<file path="src/rbfl_pkg.sv">
// shared types and constants for the receive byte fifo line reader
`timescale 1ns / 1ps
`default_nettype none

package rbfl_pkg;

  localparam int FIFO_DEPTH_DEF = 128;
  localparam logic [6:0] MAX_LINE = 7'd64;
  localparam logic [7:0] NEWLINE_BYTE = 8'h0A;

  localparam logic [1:0] MODE_PUSH = 2'd0;
  localparam logic [1:0] MODE_POP  = 2'd1;
  localparam logic [1:0] MODE_LINE = 2'd2;

  typedef struct packed {
    logic [1:0] mode;
    logic [7:0] in_byte;
    logic [6:0] max_len;
  } in_t;

  typedef struct packed {
    logic [7:0] out_byte;
    logic       byte_valid;
    logic [5:0] line_length;
    logic       is_last;
    logic [7:0] fill_count;
    logic       overflow;
  } out_t;

  typedef enum logic [2:0] {
    EMIT_NONE,
    EMIT_STATUS,
    EMIT_POP,
    EMIT_LINE_BYTE,
    EMIT_TERM
  } emit_t;

  typedef struct packed {
    logic  do_push;
    logic  do_pop;
    logic  line_init;
    logic  stored_inc;
    logic  ovf;
    emit_t emit;
  } cmd_t;

  typedef struct packed {
    logic full;
    logic empty;
    logic line_more;
    logic rd_zero;
    logic rd_newline;
  } stat_t;

endpackage

`default_nettype wire

</file>
<file path="src/rbfl_ctrl.sv">
// controller state machine for the receive byte fifo line reader
`timescale 1ns / 1ps
`default_nettype none

module rbfl_ctrl (
  input  wire logic          clk,
  input  wire logic          rst,
  input  wire logic          start,
  input  wire logic [1:0]    mode,
  input  wire rbfl_pkg::stat_t stat,
  output rbfl_pkg::cmd_t     cmd,
  output logic               busy
);

  typedef enum logic [4:0] {
    S_IDLE  = 5'b00001,
    S_POP   = 5'b00010,
    S_CHECK = 5'b00100,
    S_EVAL  = 5'b01000,
    S_END   = 5'b10000
  } state_t;

  state_t state;
  state_t state_next;

  always_ff @(posedge clk) begin
    if (rst) begin
      state <= S_IDLE;
    end else begin
      state <= state_next;
    end
  end

  always_comb begin
    state_next     = state;
    cmd            = '0;
    cmd.emit       = rbfl_pkg::EMIT_NONE;
    busy           = 1'b1;
    unique case (state)
      S_IDLE: begin
        busy = 1'b0;
        if (start) begin
          unique case (mode)
            rbfl_pkg::MODE_PUSH: begin
              cmd.emit = rbfl_pkg::EMIT_STATUS;
              if (stat.full) begin
                cmd.ovf = 1'b1;
              end else begin
                cmd.do_push = 1'b1;
              end
            end
            rbfl_pkg::MODE_POP: begin
              if (stat.empty) begin
                cmd.emit = rbfl_pkg::EMIT_STATUS;
              end else begin
                state_next = S_POP;
              end
            end
            rbfl_pkg::MODE_LINE: begin
              cmd.line_init = 1'b1;
              state_next    = S_CHECK;
            end
            default: begin
              cmd.emit = rbfl_pkg::EMIT_STATUS;
            end
          endcase
        end
      end
      S_POP: begin
        cmd.do_pop = 1'b1;
        cmd.emit   = rbfl_pkg::EMIT_POP;
        state_next = S_IDLE;
      end
      S_CHECK: begin
        if (stat.line_more && !stat.empty) begin
          state_next = S_EVAL;
        end else begin
          cmd.emit   = rbfl_pkg::EMIT_TERM;
          state_next = S_IDLE;
        end
      end
      S_EVAL: begin
        cmd.do_pop = 1'b1;
        if (stat.rd_zero) begin
          cmd.emit   = rbfl_pkg::EMIT_TERM;
          state_next = S_IDLE;
        end else begin
          cmd.emit       = rbfl_pkg::EMIT_LINE_BYTE;
          cmd.stored_inc = 1'b1;
          state_next     = stat.rd_newline ? S_END : S_CHECK;
        end
      end
      S_END: begin
        cmd.emit   = rbfl_pkg::EMIT_TERM;
        state_next = S_IDLE;
      end
      default: begin
        state_next = S_IDLE;
      end
    endcase
  end

endmodule

`default_nettype wire

</file>
<file path="src/rbfl_dp.sv">
// datapath: byte memory, pointers, fill count, line counters and result register
`timescale 1ns / 1ps
`default_nettype none

module rbfl_dp #(
  parameter int FIFO_DEPTH = rbfl_pkg::FIFO_DEPTH_DEF
) (
  input  wire logic           clk,
  input  wire logic           rst,
  input  wire rbfl_pkg::in_t  item,
  input  wire rbfl_pkg::cmd_t cmd,
  output rbfl_pkg::stat_t     stat,
  output rbfl_pkg::out_t      result,
  output logic                result_valid
);

  localparam int AW = $clog2(FIFO_DEPTH);
  localparam int CW = $clog2(FIFO_DEPTH + 1);
  localparam logic [AW-1:0] LAST_IDX = AW'(FIFO_DEPTH - 1);

  logic [7:0]    mem [FIFO_DEPTH];
  logic [7:0]    rdata;
  logic [AW-1:0] write_index;
  logic [AW-1:0] read_index;
  logic [CW-1:0] count;
  logic [CW-1:0] count_next;
  logic [6:0]    lim;
  logic [5:0]    stored;

  always_ff @(posedge clk) begin
    if (cmd.do_push) begin
      mem[write_index] <= item.in_byte;
    end
  end

  always_ff @(posedge clk) begin
    rdata <= mem[read_index];
  end

  always_comb begin
    priority if (cmd.do_push) begin
      count_next = count + CW'(1);
    end else if (cmd.do_pop) begin
      count_next = count - CW'(1);
    end else begin
      count_next = count;
    end
  end

  always_ff @(posedge clk) begin
    if (rst) begin
      write_index <= '0;
      read_index  <= '0;
      count       <= '0;
    end else begin
      count <= count_next;
      if (cmd.do_push) begin
        write_index <= (write_index == LAST_IDX) ? '0 : write_index + AW'(1);
      end
      if (cmd.do_pop) begin
        read_index <= (read_index == LAST_IDX) ? '0 : read_index + AW'(1);
      end
    end
  end

  always_ff @(posedge clk) begin
    if (cmd.line_init) begin
      lim    <= (item.max_len > rbfl_pkg::MAX_LINE) ? rbfl_pkg::MAX_LINE : item.max_len;
      stored <= '0;
    end else if (cmd.stored_inc) begin
      stored <= stored + 6'd1;
    end
  end

  always_comb begin
    stat.full       = (count == CW'(FIFO_DEPTH));
    stat.empty      = (count == '0);
    stat.line_more  = ((7'(stored) + 7'd1) < lim);
    stat.rd_zero    = (rdata == 8'd0);
    stat.rd_newline = (rdata == rbfl_pkg::NEWLINE_BYTE);
  end

  always_ff @(posedge clk) begin
    if (rst) begin
      result_valid <= 1'b0;
    end else begin
      result_valid <= (cmd.emit != rbfl_pkg::EMIT_NONE);
    end
  end

  always_ff @(posedge clk) begin
    result.fill_count <= 8'(count_next);
    result.overflow   <= cmd.ovf;
    unique case (cmd.emit)
      rbfl_pkg::EMIT_POP: begin
        result.out_byte    <= rdata;
        result.byte_valid  <= 1'b1;
        result.line_length <= '0;
        result.is_last     <= 1'b1;
      end
      rbfl_pkg::EMIT_LINE_BYTE: begin
        result.out_byte    <= rdata;
        result.byte_valid  <= 1'b1;
        result.line_length <= '0;
        result.is_last     <= 1'b0;
      end
      rbfl_pkg::EMIT_TERM: begin
        result.out_byte    <= '0;
        result.byte_valid  <= 1'b0;
        result.line_length <= stored;
        result.is_last     <= 1'b1;
      end
      default: begin
        result.out_byte    <= '0;
        result.byte_valid  <= 1'b0;
        result.line_length <= '0;
        result.is_last     <= 1'b1;
      end
    endcase
  end

endmodule

`default_nettype wire

</file>
<file path="src/rx_byte_fifo_line_reader_top.sv">
// top level of the receive byte fifo line reader
//
// command channel: start with item (mode, in_byte, max_len) is taken at a
// rising edge where start is high and busy is low.
// result channel: result_valid marks result for exactly one cycle; the
// receiver takes every beat and cannot stall the block.
// push, pop of an empty fifo and unknown modes: one result the cycle after
// the command, busy stays low, so a command may follow every cycle.
// a push into a full fifo drops the byte and sets overflow.
// pop of a non-empty fifo: busy while in state S_POP, which passes the
// byte to the result register; the byte memory has a registered read port.
// line read: each stored byte takes a check (S_CHECK) and then a memory
// read and evaluate step (S_EVAL), and a terminator beat follows; a line
// that ends on a zero byte also spends a check and a read on that byte,
// which is popped but not stored. the terminator carries the line length.
// every beat reports the fill count after it.
// reset (rst, synchronous) empties the fifo and returns to idle; memory
// contents are not cleared.
`timescale 1ns / 1ps
`default_nettype none

module rx_byte_fifo_line_reader_top #(
  parameter int FIFO_DEPTH = rbfl_pkg::FIFO_DEPTH_DEF
) (
  input  wire logic          clk,
  input  wire logic          rst,
  input  wire logic          start,
  input  wire rbfl_pkg::in_t item,
  output logic               busy,
  output rbfl_pkg::out_t     result,
  output logic               result_valid
);

  rbfl_pkg::cmd_t  cmd;
  rbfl_pkg::stat_t stat;

  rbfl_ctrl u_ctrl (
    .clk  (clk),
    .rst  (rst),
    .start(start),
    .mode (item.mode),
    .stat (stat),
    .cmd  (cmd),
    .busy (busy)
  );

  rbfl_dp #(
    .FIFO_DEPTH(FIFO_DEPTH)
  ) u_dp (
    .clk         (clk),
    .rst         (rst),
    .item        (item),
    .cmd         (cmd),
    .stat        (stat),
    .result      (result),
    .result_valid(result_valid)
  );

endmodule

`default_nettype wire

</file>
<file path="config.mk">
export PLATFORM = sky130hd
export DESIGN_NAME = rx_byte_fifo_line_reader_top
export DESIGN_NICKNAME = d
export VERILOG_FILES = /design/src/rbfl_pkg.sv /design/src/rbfl_ctrl.sv /design/src/rbfl_dp.sv /design/src/rx_byte_fifo_line_reader_top.sv
export SDC_FILE = /design/constraint.sdc
export NUM_CORES = 1
export LEC_CHECK = 0
export BUFFER_PORTS_ARGS = -buffer_cell sky130_fd_sc_hd__clkbuf_2
export CAP_MARGIN = 5
export CORE_MARGIN = 2
export CORE_UTILIZATION = 35
export CTS_BUF_LIST = sky130_fd_sc_hd__clkbuf_16
export CTS_CLUSTER_SIZE = 25
export DETAILED_ROUTE_END_ITERATION = 8
export HOLD_SLACK_MARGIN = 0.08
export PLACE_DENSITY = 0.46
export RECOVER_POWER = 50
export SYNTH_ARGS = -nofsm -noshare
export SYNTH_HDL_FRONTEND = slang
export SYNTH_SLANG_ARGS = --single-unit
</file>
<file path="constraint.sdc">
create_clock -name clk -period 4.77 [get_ports clk]
set_input_delay 0 -clock clk [delete_from_list [all_inputs] [get_ports clk]]
set_output_delay 0 -clock clk [all_outputs]
set_load 0.02 [all_outputs]
</file>
==> out/results.txt <==
Crit Path Class - input pin to register
Site Rows - 128
Initial antenna violation count - 4
Slew HR - -181%
Mapped Area - 43,100 um^2
Max Root-Sink Buffers - 3
Leakage - 0.0148 uW
Run status - complete, but fails checks
Num CTS Buffers - 114
Pre-CTS WS - 1.10 ns
HP Class - input pin to register
WP buf/inv - 3
Critical Path Slowest Stage Cell - clkbuf_1
Starting density of the core - 35.3%
Worst EP arrival - 4.39 ns
Core box area - 122,000 um^2
Power Density - 408 nW/um^2
Met3 usage - 3.84%
Chip width - 355 um
Clk_lat worst skew - 0.73 ns
Crit Path Max Fanout - 63
DRC errors left - 0
Commonest non-fill, non-tap cell in the layout - edfxtp_1
GPL Wtd Cong - 0.844
I/O Pins - 47
Die area - 126,000 um^2
# setup viols final - 0
Violated checks - max-capacitance violations, max-slew violations
CP cell instances - dlygate4sd3_1 > clkbuf_1 > clkbuf_2
Tcrit/Tclk final - 83.8%
Minimum clock period - 4.00 ns
Slew Limit Fails - 560
Yosys top cell by area - edfxtp_1
RSZ-0062 raised after global routing - no
DR pass1 iterations - 6
Setup TNS Final - 0 ns
Share of cells above drive strength 1 - 19.1%
Routed WL - 116 mm
Post-synth cell types - 66
Dpl cells - 3,873
Maximum vdd ir drop - 0.319 mV
First-pass GRT wire length - 166 mm
Largest net degree at the start of global routing - 75
H-tree levels - 3
Layout Nets - 2,424
Register area share after synthesis - 74.9%
M2 GR Usage - 29.2%
WL per Instance - 28.2 um
CP Launch Type - input pin
CTS tree - done
Setup Skew - 0.0282 ns
Worst Path Required - 5.16 ns
Synth Net Count - 2,310
Met1 GRT Util - 25.7%
Largest stage delay, worst path - 2.80 ns
Total GRT Usage - 18.4%
Vias in the first global route - 22,300
Top Usage Layer GRT - met2
Synthesis-to-layout area growth - 14.2%
Worst-margin pin slew - 4.21 ns
Initial DRC Count - 2,099
IO buf count - 46
Via-to-Cell Ratio - 5.28
Final hold viol count - 0
Async S/R FF share, synth - 0%
Clock slew at reported path FFs - 0.06 ns
Gr ovfl total - 0
Routed Antenna Nets - 0
Post-synth EDFFs - 1,031
Final worst slack - 0.771 ns
FMAX - 250 MHz
CTS root buf - clkbuf_16
CP endpoint kind - register
Delay-heaviest family, CP - buffers and inverters
Clock sink total - 1,098
Most frequent cells in the layout - edfxtp_1 (1,031), mux2i_1 (191), mux4_2 (189), nor2_1 (172), clkbuf_16 (114)
Via count - 21,700
Maxcap violations - 11
Top post-synthesis cells by area - edfxtp_1 (72%), mux4_2 (9.9%), mux2i_1 (4.4%)
Synth top area share - 71.8%
Gate Count Post-Synth - 2,275
Die H - 355 um
Total power - 20,100 uW
Post-route non-filler standard cell count - 4,116
Seq cells post-synth - 1,098
Synth Warn # - 0
Primary FF master, synth - edfxtp_1
Avg Synthesized Cell Area - 19.0 um^2
Post-detail-place hpwl - 72.1 mm
==> tightest hold or removal path, stage by stage <==
cell and delay [ns]:
dlygate4sd3_1 0.52, clkbuf_2 0.10, nor2b_1 0.12
==> logic make-up (layout without fill, tap and decap cells) <==
kind of cell             after synthesis  after routing  share of synthesized area (%)
AO/OA/AOI/OAI                        214            214                           3.24
XOR/XNOR                              29             29                          0.606
adder cells (fa/ha/maj)               15             15                          0.435
buffers and inverters                138            352                           1.65
flip-flops                          1098           1098                           74.9
multiplexers                         399            399                           14.8
other                                  0              2                              0
AND/OR/NAND/NOR                      382            382                           4.34
==> per-layer routing <==
metal  vias to the layer above  share of wire [%]
li1                       9400                  -
met5                         -             0.0095
met4                         2                2.4
met1                     11500                 44
met3                       161                6.5
met2                       719                 47
==> metrics by stage <==
step	util, %	instance area, um^2	hold WS [ns]
floorplan	-	43100	0.0989
global placement	37.1	45200	0.288
detailed placement	37.1	45200	0.296
CTS	40.4	49300	0.101
global route	40.3	49200	0.130
finish	40.3	49200	0.159
==> worst paths after layout <==
kind / start / endpoint / slack, ns / cells after the start
max: item[10] / u_dp.mem[28][3]$_DFFE_PP_ / 0.77 / 3
min: item[5] / u_dp.lim[5]$_SDFFCE_PN0P_ / 0.16 / 3
max reg2reg: u_ctrl.state[1]$_SDFFE_PP0P_ / u_dp.mem[80][5]$_DFFE_PP_ / 1.04 / 6
min reg2reg: u_dp.stored[1]$_SDFFE_PP0P_ / u_dp.result[11]$_DFF_P_ / 0.53 / 1
==> sequential cells by signal, summed over array words and instances, names as in the netlist <==
name and cells:
u_dp.rdata 8, u_dp.mem 1024, u_ctrl.state 5, u_dp.write_index 7
u_dp.result_valid 1, u_dp.stored 6, u_dp.read_index 7, u_dp.count 8
u_dp.lim 7, u_dp.result 25
==> synthesized netlist by cell type, drive strengths merged (18+ instances only) <==
cell type and instances:
nand4 18, nor2 175, a22oi 37, nor2b 28
dfxtp 67, clkbuf 49, edfxtp 1031, a21oi 48
o21ai 41, nand2 79, buf 73, mux2 19
mux2i 191, mux4 189, nand3 21
==> final cells by class <==
cell class	instances	area, um^2
Clock buffer	114	2850
Sequential cell	1098	32300
Tap cell	1625	2030
Inverter	16	60.1
Multi-Input combinational cell	1039	10100
Antenna cell	2	5.00
Timing Repair Buffer	120	867
Fill cell	11000	72800
Clock inverter	102	976
==> power breakdown <==
part	total (uW)	internal [uW]	switching, uW
clock network	9070	5270	3790
logic	434	114	320
registers	10600	10600	22.3
total	20100	15900	4140
==> timing repair <==
action	CTS	global route
setup buffers	0	0
gates resized for setup	0	0
hold endpoints to repair	474	0
hold buffers	24	0
Power figures use the tool's default switching activity.
